$ cat config.mk
export PLATFORM = sky130hd
export DESIGN_NAME = escaped_frame_receiver_unit
export DESIGN_NICKNAME = d
export VERILOG_FILES = /design/src/rtl/efr_pkg.sv /design/src/rtl/efr_cfg_regs.sv /design/src/rtl/efr_core.sv /design/src/rtl/escaped_frame_receiver_unit.sv
export SDC_FILE = /design/constraint.sdc
export NUM_CORES = 1
export LEC_CHECK = 0
export BUFFER_PORTS_ARGS = -buffer_cell sky130_fd_sc_hd__buf_2
export CAP_MARGIN = 20
export CORE_UTILIZATION = 40
export CTS_CLUSTER_SIZE = 8
export DETAILED_ROUTE_END_ITERATION = 10
export GPL_TIMING_DRIVEN = 0
export PLACE_DENSITY = 0.61
export SYNTH_ARGS = -nofsm -noshare
export SYNTH_HDL_FRONTEND = slang
export SYNTH_SLANG_ARGS = --single-unit
$ cat constraint.sdc
create_clock -name clk -period 3.8 [get_ports clk]
set_input_delay 0.76 -clock clk [delete_from_list [all_inputs] [get_ports clk]]
set_output_delay 0.76 -clock clk [all_outputs]
set_load 0.1 [all_outputs]
$ cat src/rtl/efr_pkg.sv
package efr_pkg;

    localparam int BYTE_W   = 8;
    localparam int WORD_W   = 16;
    localparam int KIND_W   = 2;
    localparam int CFG_IDX_W = 3;

    localparam logic [KIND_W-1:0] KIND_NONE     = 2'd0;
    localparam logic [KIND_W-1:0] KIND_PAYLOAD  = 2'd1;
    localparam logic [KIND_W-1:0] KIND_COMPLETE = 2'd2;
    localparam logic [KIND_W-1:0] KIND_ERROR    = 2'd3;

    localparam logic [CFG_IDX_W-1:0] REG_START_FLAG_ONE = 3'd0;
    localparam logic [CFG_IDX_W-1:0] REG_START_FLAG_TWO = 3'd1;
    localparam logic [CFG_IDX_W-1:0] REG_STOP_FLAG      = 3'd2;
    localparam logic [CFG_IDX_W-1:0] REG_ESCAPE_FLAG    = 3'd3;
    localparam logic [CFG_IDX_W-1:0] REG_MAX_PAYLOAD    = 3'd4;

    localparam logic [BYTE_W-1:0] RST_START_FLAG_ONE = 8'd170;
    localparam logic [BYTE_W-1:0] RST_START_FLAG_TWO = 8'd85;
    localparam logic [BYTE_W-1:0] RST_STOP_FLAG      = 8'd126;
    localparam logic [BYTE_W-1:0] RST_ESCAPE_FLAG    = 8'd125;
    localparam logic [BYTE_W-1:0] RST_MAX_PAYLOAD    = 8'd64;

    typedef struct packed {
        logic [BYTE_W-1:0] start_flag_one;
        logic [BYTE_W-1:0] start_flag_two;
        logic [BYTE_W-1:0] stop_flag;
        logic [BYTE_W-1:0] escape_flag;
        logic [BYTE_W-1:0] max_payload;
    } cfg_t;

    typedef struct packed {
        logic [KIND_W-1:0] kind;
        logic [BYTE_W-1:0] payload_byte;
        logic [BYTE_W-1:0] payload_index;
        logic [BYTE_W-1:0] src_addr;
        logic [BYTE_W-1:0] dst_addr;
        logic [WORD_W-1:0] seq_num;
        logic [BYTE_W-1:0] frame_length;
        logic [WORD_W-1:0] frame_crc;
    } result_t;

endpackage

$ cat src/rtl/efr_cfg_regs.sv
module efr_cfg_regs (
    input  logic                          clk,
    input  logic                          rst_n,
    input  logic                          wr_en,
    input  logic [efr_pkg::CFG_IDX_W-1:0] wr_index,
    input  logic [efr_pkg::BYTE_W-1:0]    wr_data,
    output efr_pkg::cfg_t                 cfg
);

    efr_pkg::cfg_t cfg_reg;

    always_ff @(posedge clk or negedge rst_n)
    begin
        if (!rst_n)
        begin
            cfg_reg.start_flag_one <= efr_pkg::RST_START_FLAG_ONE;
            cfg_reg.start_flag_two <= efr_pkg::RST_START_FLAG_TWO;
            cfg_reg.stop_flag      <= efr_pkg::RST_STOP_FLAG;
            cfg_reg.escape_flag    <= efr_pkg::RST_ESCAPE_FLAG;
            cfg_reg.max_payload    <= efr_pkg::RST_MAX_PAYLOAD;
        end
        else if (wr_en)
        begin
            // drop writes to unknown indexes
            unique case (wr_index)
                efr_pkg::REG_START_FLAG_ONE: cfg_reg.start_flag_one <= wr_data;
                efr_pkg::REG_START_FLAG_TWO: cfg_reg.start_flag_two <= wr_data;
                efr_pkg::REG_STOP_FLAG:      cfg_reg.stop_flag      <= wr_data;
                efr_pkg::REG_ESCAPE_FLAG:    cfg_reg.escape_flag    <= wr_data;
                efr_pkg::REG_MAX_PAYLOAD:    cfg_reg.max_payload    <= wr_data;
                default: ;
            endcase
        end
    end

    assign cfg = cfg_reg;

endmodule

$ cat src/rtl/efr_core.sv
module efr_core (
    input  logic                       clk,
    input  logic                       rst_n,
    input  efr_pkg::cfg_t              cfg,
    input  logic                       fire,
    input  logic [efr_pkg::BYTE_W-1:0] rx,
    output efr_pkg::result_t           res
);

    typedef enum logic [3:0] {
        PH_HUNT,
        PH_START2,
        PH_SRC,
        PH_DST,
        PH_SEQ,
        PH_LEN,
        PH_DATA,
        PH_CRC,
        PH_STOP,
        PH_ERR
    } phase_t;

    phase_t                      phase_reg, phase_next;
    logic                        esc_reg, esc_next;
    logic [efr_pkg::BYTE_W-1:0]  count_reg, count_next;
    logic [efr_pkg::BYTE_W-1:0]  high_reg, high_next;
    logic [efr_pkg::BYTE_W-1:0]  src_reg, src_next;
    logic [efr_pkg::BYTE_W-1:0]  dst_reg, dst_next;
    logic [efr_pkg::WORD_W-1:0]  seq_reg, seq_next;
    logic [efr_pkg::BYTE_W-1:0]  len_reg, len_next;
    logic [efr_pkg::WORD_W-1:0]  crc_reg, crc_next;

    logic                        take_data;
    logic                        emit;
    logic                        complete;
    logic [efr_pkg::BYTE_W-1:0]  count_inc;

    assign count_inc = count_reg + 8'd1;

    always_comb
    begin
        phase_next = phase_reg;
        esc_next   = esc_reg;
        count_next = count_reg;
        high_next  = high_reg;
        src_next   = src_reg;
        dst_next   = dst_reg;
        seq_next   = seq_reg;
        len_next   = len_reg;
        crc_next   = crc_reg;
        take_data  = 1'b0;
        emit       = 1'b0;
        complete   = 1'b0;

        // a byte after an escape is data; else flag priority: first start, second start, stop, escape
        if (esc_reg)
        begin
            esc_next  = 1'b0;
            take_data = 1'b1;
        end
        else if (rx == cfg.start_flag_one)
        begin
            phase_next = PH_START2;
            count_next = '0;
        end
        else if (rx == cfg.start_flag_two)
        begin
            phase_next = (phase_reg == PH_START2) ? PH_SRC : PH_ERR;
        end
        else if (rx == cfg.stop_flag)
        begin
            if (phase_reg == PH_STOP)
            begin
                phase_next = PH_HUNT;
                complete   = 1'b1;
            end
            else
            begin
                phase_next = PH_ERR;
            end
        end
        else if (rx == cfg.escape_flag)
        begin
            if (phase_reg != PH_ERR)
                esc_next = 1'b1;
        end
        else
        begin
            take_data = 1'b1;
        end

        if (take_data)
        begin
            unique case (phase_reg)
                PH_SRC:
                begin
                    src_next   = rx;
                    phase_next = PH_DST;
                end
                PH_DST:
                begin
                    dst_next   = rx;
                    phase_next = PH_SEQ;
                    count_next = '0;
                end
                PH_SEQ:
                begin
                    if (count_reg == '0)
                    begin
                        high_next  = rx;
                        count_next = 8'd1;
                    end
                    else
                    begin
                        seq_next   = {high_reg, rx};
                        count_next = '0;
                        phase_next = PH_LEN;
                    end
                end
                PH_LEN:
                begin
                    len_next   = rx;
                    count_next = '0;
                    if (rx > cfg.max_payload)
                        phase_next = PH_ERR;
                    else if (rx == '0)
                        phase_next = PH_CRC;
                    else
                        phase_next = PH_DATA;
                end
                PH_DATA:
                begin
                    emit = 1'b1;
                    if (count_inc >= len_reg)
                    begin
                        count_next = '0;
                        phase_next = PH_CRC;
                    end
                    else
                    begin
                        count_next = count_inc;
                    end
                end
                PH_CRC:
                begin
                    if (count_reg == '0)
                    begin
                        high_next  = rx;
                        count_next = 8'd1;
                    end
                    else
                    begin
                        crc_next   = {high_reg, rx};
                        count_next = '0;
                        phase_next = PH_STOP;
                    end
                end
                default: ;
            endcase
        end
    end

    always_comb
    begin
        res = '0;
        if (emit)
        begin
            res.kind          = efr_pkg::KIND_PAYLOAD;
            res.payload_byte  = rx;
            res.payload_index = count_reg;
        end
        else if (complete)
        begin
            res.kind         = efr_pkg::KIND_COMPLETE;
            res.src_addr     = src_reg;
            res.dst_addr     = dst_reg;
            res.seq_num      = seq_reg;
            res.frame_length = len_reg;
            res.frame_crc    = crc_reg;
        end
        else if (phase_next == PH_ERR)
        begin
            res.kind = efr_pkg::KIND_ERROR;
        end
        else
        begin
            res.kind = efr_pkg::KIND_NONE;
        end
    end

    always_ff @(posedge clk or negedge rst_n)
    begin
        if (!rst_n)
        begin
            phase_reg <= PH_HUNT;
            esc_reg   <= 1'b0;
            count_reg <= '0;
            high_reg  <= '0;
            src_reg   <= '0;
            dst_reg   <= '0;
            seq_reg   <= '0;
            len_reg   <= '0;
            crc_reg   <= '0;
        end
        else if (fire)
        begin
            phase_reg <= phase_next;
            esc_reg   <= esc_next;
            count_reg <= count_next;
            high_reg  <= high_next;
            src_reg   <= src_next;
            dst_reg   <= dst_next;
            seq_reg   <= seq_next;
            len_reg   <= len_next;
            crc_reg   <= crc_next;
        end
    end

endmodule

$ cat src/rtl/escaped_frame_receiver_unit.sv
// Byte-stuffed frame receiver: takes one raw link byte per item and returns one
// result item per byte (nothing, payload byte with index, frame complete with
// header and CRC, or error). An item passes an input register and a result
// register; a new byte is taken every cycle unless the output stalls, and
// the frame state update between the two registers sets that rate. The flag
// and limit registers reset to 170/85/126/125/64 and are written through the
// config port, by the user only while no item is in flight (the block does not check).
module escaped_frame_receiver_unit (
    input  logic                          clk,
    input  logic                          rst_n,
    input  logic                          in_valid,
    output logic                          in_stall,
    input  logic [efr_pkg::BYTE_W-1:0]    rx_byte,
    output logic                          out_valid,
    input  logic                          out_stall,
    output logic [efr_pkg::KIND_W-1:0]    kind,
    output logic [efr_pkg::BYTE_W-1:0]    payload_byte,
    output logic [efr_pkg::BYTE_W-1:0]    payload_index,
    output logic [efr_pkg::BYTE_W-1:0]    src_addr,
    output logic [efr_pkg::BYTE_W-1:0]    dst_addr,
    output logic [efr_pkg::WORD_W-1:0]    seq_num,
    output logic [efr_pkg::BYTE_W-1:0]    frame_length,
    output logic [efr_pkg::WORD_W-1:0]    frame_crc,
    input  logic                          cfg_valid,
    output logic                          cfg_ready,
    input  logic [efr_pkg::CFG_IDX_W-1:0] cfg_index,
    input  logic [efr_pkg::BYTE_W-1:0]    cfg_data
);

    efr_pkg::cfg_t              cfg;
    efr_pkg::result_t           res;
    efr_pkg::result_t           res_reg;
    logic                       s1_valid_reg;
    logic [efr_pkg::BYTE_W-1:0] s1_byte_reg;
    logic                       out_valid_reg;
    logic                       out_free;
    logic                       advance;
    logic                       in_take;

    assign cfg_ready = 1'b1;

    efr_cfg_regs u_cfg (
        .clk      (clk),
        .rst_n    (rst_n),
        .wr_en    (cfg_valid & cfg_ready),
        .wr_index (cfg_index),
        .wr_data  (cfg_data),
        .cfg      (cfg)
    );

    assign out_free = !out_valid_reg || !out_stall;
    assign advance  = s1_valid_reg && out_free;
    assign in_stall = s1_valid_reg && !out_free;
    assign in_take  = in_valid && !in_stall;

    efr_core u_core (
        .clk   (clk),
        .rst_n (rst_n),
        .cfg   (cfg),
        .fire  (advance),
        .rx    (s1_byte_reg),
        .res   (res)
    );

    always_ff @(posedge clk or negedge rst_n)
    begin
        if (!rst_n)
        begin
            s1_valid_reg  <= 1'b0;
            out_valid_reg <= 1'b0;
        end
        else
        begin
            if (in_take)
                s1_valid_reg <= 1'b1;
            else if (advance)
                s1_valid_reg <= 1'b0;

            if (advance)
                out_valid_reg <= 1'b1;
            else if (!out_stall)
                out_valid_reg <= 1'b0;
        end
    end

    // payload registers: load on transfer, hold otherwise
    always_ff @(posedge clk)
    begin
        if (in_take)
            s1_byte_reg <= rx_byte;
        if (advance)
            res_reg <= res;
    end

    assign out_valid     = out_valid_reg;
    assign kind          = res_reg.kind;
    assign payload_byte  = res_reg.payload_byte;
    assign payload_index = res_reg.payload_index;
    assign src_addr      = res_reg.src_addr;
    assign dst_addr      = res_reg.dst_addr;
    assign seq_num       = res_reg.seq_num;
    assign frame_length  = res_reg.frame_length;
    assign frame_crc     = res_reg.frame_crc;

endmodule
==> impl_metrics.env, run 1 <==
export IMPL_status="finished, violations left"
export IMPL_violations="design-rule violations"
export IMPL_wl_um=19400
export IMPL_drc_errors=10
export IMPL_drtIter0Drc=254
export IMPL_seq_power_share_pct=43.3
export IMPL_grt_pass1_vias=5681
export IMPL_cts_tree="done"
export IMPL_worstSetupPathType="flop to flop"
export IMPL_fin_util_pct=49.2
export IMPL_fin_skew_ns=0.0285
export IMPL_syn2layout_area_growth_pct=19.6
export IMPL_async_flop_share_pct=59.2
export IMPL_antenna_cells=0
export IMPL_synth_largest_area_cell="edfxtp_1"
export IMPL_endpoint_kind="flop"
export IMPL_die_area_sq_um=23200
export IMPL_first_pass_iters=8
export IMPL_worstReg2RegStart="u_core.count_reg[0]"
export IMPL_cts_sinks=201
export IMPL_syn_avg_cell_area_sq_um=13.4
export IMPL_ff2ff_path_depth=12
export IMPL_crit_start="u_core.count_reg[0]"
export IMPL_cp_top_family="compound AO/OA/AOI/OAI gates"
export IMPL_p_clk_share_pct=34.8
export IMPL_required_ns=4.09
export IMPL_die_height_um=152
export IMPL_ios=101
export IMPL_max_stage_delay_ns=0.49
export IMPL_ys_seq_area_share_pct=60.5
export IMPL_yosysWarnings=0
export IMPL_netlist_top_cells_count="98 x dfrtp_1, 89 x mux2_2, 82 x edfxtp_1, 72 x and2_1, 40 x nand2_1"
export IMPL_largest_register_ff_count=40
export IMPL_cts_buffer_depth=3
export IMPL_synth_top_area_share_pct=27.3
export IMPL_final_setup_worst_slack_ns=0.231
export IMPL_power_mw=6.77
export IMPL_period_minus_slack_ns=3.57
export IMPL_cts_hold_buf=0
export IMPL_portBuffers=99
export IMPL_synth_area_sq_um=9030
export IMPL_core_area_sq_um=22000
export IMPL_crit_top_cell="ha_1"
export IMPL_post_dp_hpwl_um=13100
export IMPL_path_depth=12
export IMPL_place_gp_congestion=0.889
export IMPL_critPathBufInv=0
export IMPL_rsz0062_at_grt="no"
export IMPL_grt_overflow=0
export IMPL_crit_path_end="kind[0]"
export IMPL_die_w_um=152
export IMPL_grt_max_degree=86
export IMPL_start_kind="flop"
export IMPL_slew_headroom_pct=45.1
export IMPL_ir_drop_mv=0.368
export IMPL_leakagePower_nw=4.70
export IMPL_hold_slack_ns=0.115
export IMPL_maxCapViolations=0
export IMPL_place_ws_ns=0.185
export IMPL_p_per_area_nw_per_um2=627
export IMPL_grt_pass1_wl_um=31800
export IMPL_r2r_end="kind[0]"
export IMPL_syn_num_nets=716
export IMPL_drive_gt1_share_pct=34.5
export IMPL_synthDistinctLibCells=67
export IMPL_switching_share_pct=30.6
export IMPL_synth_edf_count=82
export IMPL_numCtsBuffers=29
export IMPL_p_int_mw=4.70
export IMPL_grt_total_usage_pct=17.4
export IMPL_clkSlewWorstSetupHoldPaths_ns=0.05
export IMPL_yosys_register_bits=201
export IMPL_layout_nets=849
export IMPL_netlist_instances=674
export IMPL_antenna_left=0
export IMPL_cp_arrival_ns=3.86
export IMPL_synth_area_leaders="edfxtp_1 27%, dfrtp_1 27%, mux2_2 11%, dfstp_2 6.1%, and2_1 5.0%"
export IMPL_via_per_inst=5.03
export IMPL_avgRoutedWirePerCell_um=17.5
export IMPL_yosysMostFrequentCell="dfrtp_1"
export IMPL_switchingPower_mw=2.07
export IMPL_r2r_setup_slack_ns=0.23
export IMPL_post_route_period_util_pct=93.9
export IMPL_antenna_found_initial=0
export IMPL_power_frac_comb_pct=22.0
export IMPL_hold_class="primary input to asynchronous set/reset pin"
export IMPL_hold_viol=0
export IMPL_slowest_stage="o32ai_1"
export IMPL_post_cts_setup_buffers=0
export IMPL_cts_max_level=1
export IMPL_worstPathMaxFanout=7
export IMPL_cts_root_buf="clkbuf_16"
export IMPL_path_cells="ha_1, and3_1, nand3_1, xnor2_1, ha_1, nand4_1, o311ai_1, o21ai_0, a21boi_0, o32ai_1, nor4_2, or2_1"
export IMPL_cts_resized=0
export IMPL_clk_latency_ns=0.54
export IMPL_maxSlewViolCount=0
export IMPL_setup_viol=0
export IMPL_clock_fmax_mhz=280
export IMPL_yosys_most_used_dff="dfrtp_1"
export IMPL_rows=54
export IMPL_vias=5577
export IMPL_start_util_pct=41.1
export IMPL_tightest_slew_ns=0.819
## power groups by stage
stage / Sequential, mW / Combinational [mW] / Clock (mW)
finish: 2.93 / 1.49 / 2.35
global route: 2.99 / 1.61 / 2.51
CTS: 2.94 / 1.48 / 2.41
detailed placement: 2.97 / 1.47 / 0
global placement: 2.97 / 1.44 / 0
floorplan: 3.27 / 0.823 / 0
## per-layer routing
metal | global-route usage [%] | part of all wire, %
met5 | 0 | 0
met4 | 4.18 | 1.7
met3 | 3.04 | 5.2
met2 | 27.4 | 45
met1 | 24.9 | 48
## layout by cell type (no fill, tap or decap), types with 6 or more instances in the layout
cell	n
and2_1	72
mux2_4	8
xor2_1	11
inv_1	25
nor2_1	17
nand2b_1	7
nand2_1	40
mux2_2	89
buf_2	102
edfxtp_1	82
buf_6	7
o21ai_0	22
a21oi_1	6
nand3_1	13
clkbuf_16	29
ha_1	18
nor3_1	10
dfstp_2	21
xnor2_1	27
clkbuf_1	32
dfrtp_1	98
nor4_1	8
## final cells by class
| cell class | count | area, sq um |
|---|---|---|
| Buffer | 29 | 179 |
| Clock buffer | 51 | 818 |
| Clock inverter | 2 | 26.3 |
| Fill cell | 1941 | 11200 |
| Inverter | 26 | 100 |
| Multi-Input combinational cell | 418 | 3300 |
| Sequential cell | 201 | 5470 |
| Tap cell | 280 | 350 |
| Timing Repair Buffer | 102 | 564 |
## logic make-up after synthesis
group                    after synthesis  share of synthesized area, %
AO/OA/AOI/OAI                         62                          4.71
buffers and inverters                 55                          3.06
flip-flops                           201                          60.5
multiplexers                         100                          12.8
other                                  1                        0.0415
XOR/XNOR                              38                          3.68
AND/OR/NAND/NOR                      199                          12.7
adder cells (fa/ha/maj)               18                          2.49
## how the worst min path moves through the flow
stage / start / endpoint / slack [ns] / cells after the start
2_1_floorplan: rst_n / out_valid / 0.46 / 0
3_3_place_gp: u_core.crc_reg[15] / u_core.crc_reg[15] / 0.47 / 1
3_5_place_dp: u_core.crc_reg[15] / u_core.crc_reg[15] / 0.47 / 1
4_1_cts: rst_n / u_core.crc_reg[1] / 0.12 / 1
5_1_grt: rst_n / u_core.crc_reg[1] / 0.13 / 1
6_report: rst_n / u_core.crc_reg[1] / 0.12 / 1
## metrics by stage
step / TNS, ns / instance area (sq um) / instances
after floorplan: 0 / 9030 / 674
after global placement: -9.68 / 9880 / 1053
after detailed placement: 0 / 9950 / 1056
after CTS: 0 / 10800 / 1109
after global routing: 0 / 10800 / 1109
final: 0 / 10800 / 1109
Note: power is estimated with default switching activity, not from simulation.
==> inputs of run 2 (changes only) <==
--- a/config.mk
+++ b/config.mk
@@ -7,11 +7,11 @@
 export LEC_CHECK = 0
 export BUFFER_PORTS_ARGS = -buffer_cell sky130_fd_sc_hd__buf_2
 export CAP_MARGIN = 20
-export CORE_UTILIZATION = 40
+export CORE_UTILIZATION = 59
 export CTS_CLUSTER_SIZE = 8
 export DETAILED_ROUTE_END_ITERATION = 10
 export GPL_TIMING_DRIVEN = 0
-export PLACE_DENSITY = 0.61
+export PLACE_DENSITY = 0.83
 export SYNTH_ARGS = -nofsm -noshare
 export SYNTH_HDL_FRONTEND = slang
 export SYNTH_SLANG_ARGS = --single-unit
==> impl_metrics.env, run 2 (synthesis gave the netlist of run 1 again) <==
export IMPL_status="finished, final reports clean"
export IMPL_post_route_period_util_pct=93.3
export IMPL_syn2layout_area_growth_pct=17.6
export IMPL_p_clk_share_pct=34.2
export IMPL_cts_sinks=201
export IMPL_path_cells="ha_1, and3_1, nand3_1, xnor2_1, ha_1, nand4_1, o311ai_0, o21ai_0, a21boi_0, o32ai_1, nor4_1, or2_1"
export IMPL_die_height_um=126
export IMPL_crit_top_cell="ha_1"
export IMPL_maxCapViolations=0
export IMPL_start_kind="flop"
export IMPL_cts_root_buf="clkbuf_16"
export IMPL_cp_arrival_ns=3.82
export IMPL_maxSlewViolCount=0
export IMPL_clock_fmax_mhz=282
export IMPL_antenna_left=0
export IMPL_cts_buffer_depth=3
export IMPL_antenna_cells=0
export IMPL_avgRoutedWirePerCell_um=19.1
export IMPL_worstPathMaxFanout=7
export IMPL_wl_um=19300
export IMPL_required_ns=4.07
export IMPL_fin_skew_ns=0.0203
export IMPL_seq_power_share_pct=43.6
export IMPL_drtIter0Drc=316
export IMPL_vias=5777
export IMPL_die_area_sq_um=15800
export IMPL_critPathBufInv=0
export IMPL_clkSlewWorstSetupHoldPaths_ns=0.05
export IMPL_portBuffers=99
export IMPL_cp_top_family="compound AO/OA/AOI/OAI gates"
export IMPL_hold_viol=0
export IMPL_grt_max_degree=80
export IMPL_place_ws_ns=0.278
export IMPL_drc_errors=0
export IMPL_place_gp_congestion=0.932
export IMPL_die_w_um=126
export IMPL_grt_pass1_wl_um=31200
export IMPL_path_depth=12
export IMPL_power_mw=6.76
export IMPL_layout_nets=848
export IMPL_post_dp_hpwl_um=12700
export IMPL_first_pass_iters=5
export IMPL_hold_class="primary input to asynchronous set/reset pin"
export IMPL_rsz0062_at_grt="no"
export IMPL_rows=44
export IMPL_post_cts_setup_buffers=0
export IMPL_numCtsBuffers=29
export IMPL_p_per_area_nw_per_um2=636
export IMPL_largest_register_ff_count=40
export IMPL_ir_drop_mv=0.353
export IMPL_final_setup_worst_slack_ns=0.255
export IMPL_cts_resized=0
export IMPL_cts_tree="done"
export IMPL_power_frac_comb_pct=22.2
export IMPL_slew_headroom_pct=33.7
export IMPL_via_per_inst=5.70
export IMPL_switching_share_pct=30.8
export IMPL_p_int_mw=4.68
export IMPL_period_minus_slack_ns=3.55
export IMPL_grt_pass1_vias=6016
export IMPL_max_stage_delay_ns=0.48
export IMPL_switchingPower_mw=2.08
export IMPL_cts_max_level=1
export IMPL_clk_latency_ns=0.53
export IMPL_slowest_stage="o311ai_0"
export IMPL_worstSetupPathType="flop to flop"
export IMPL_fin_setup_tns_ns=0
export IMPL_setup_viol=0
export IMPL_endpoint_kind="flop"
export IMPL_ios=101
export IMPL_ff2ff_path_depth=12
export IMPL_start_util_pct=61.2
export IMPL_layout_commonest_cell="buf_2"
export IMPL_cts_hold_buf=0
export IMPL_grt_total_usage_pct=25.3
export IMPL_drive_gt1_share_pct=34.0
export IMPL_core_area_sq_um=14800
export IMPL_grt_overflow=0
export IMPL_leakagePower_nw=4.67
export IMPL_tightest_slew_ns=0.994
export IMPL_final_cell_mix="102 x buf_2, 98 x dfrtp_1, 89 x mux2_2"
export IMPL_antenna_found_initial=0
run 2: worst reg2reg max path, stage by stage (launching register included):
cell and delay (ns):
dfrtp_1 0.45, ha_1 0.28, and3_1 0.20, nand3_1 0.10, xnor2_1 0.17, ha_1 0.33
nand4_1 0.08, o311ai_0 0.48, o21ai_0 0.23, a21boi_0 0.17, o32ai_1 0.38, nor4_1 0.17
or2_1 0.24
run 2: final cells by class:
| class | instances | area (sq um) |
|---|---|---|
| plain buffers | 29 | 179 |
| clock buffers | 52 | 812 |
| clock inverters | 2 | 17.5 |
| fillers | 1017 | 4130 |
| inverters | 26 | 100 |
| multi-input cells | 418 | 3290 |
| flip-flops and latches | 201 | 5470 |
| well taps | 184 | 230 |
| repair buffers | 101 | 531 |
run 2: worst paths after layout:
kind / to / slack (ns) / start
setup / recovery: kind[1] / 0.25 / u_core.count_reg[0]
hold / removal: u_core.seq_reg[14] / 0.29 / rst_n
setup reg to reg: kind[1] / 0.25 / u_core.count_reg[0]
hold reg to reg: out_valid / 0.49 / s1_valid_reg
max in group asynchronous: u_core.count_reg[4] / 2.77 / rst_n
min in group clk: s1_byte_reg[3] / 0.42 / rx_byte[3]
run 2: layer usage:
| layer | routed length (um) | share of wire [%] | track usage (%) |
|---|---|---|---|
| met1 | 8190 | 42 | 33.3 |
| met2 | 9670 | 50 | 43.6 |
| met3 | 1030 | 5.3 | 3.44 |
| met4 | 420 | 2.2 | 8.58 |
| met5 | 0 | 0 | 0 |
run 2: stage by stage:
step / util, % / area (sq um) / hold WS, ns / std cells
floorplan: - / 9030 / 0.456 / 674
global placement: 66.2 / 9760 / 0.466 / 957
detailed placement: 66.4 / 9790 / 0.479 / 958
CTS: 72.0 / 10600 / 0.316 / 1012
global route: 72.0 / 10600 / 0.344 / 1013
finish: 72.0 / 10600 / 0.291 / 1013
run 2: power by group through the flow:
stage | registers, mW | clock network, mW | logic [mW]
final | 2.95 | 2.31 | 1.50
after global routing | 2.99 | 2.44 | 1.61
after CTS | 2.94 | 2.33 | 1.50
after detailed placement | 2.97 | 0 | 1.48
after global placement | 2.94 | 0 | 1.42
after floorplan | 3.27 | 0 | 0.823
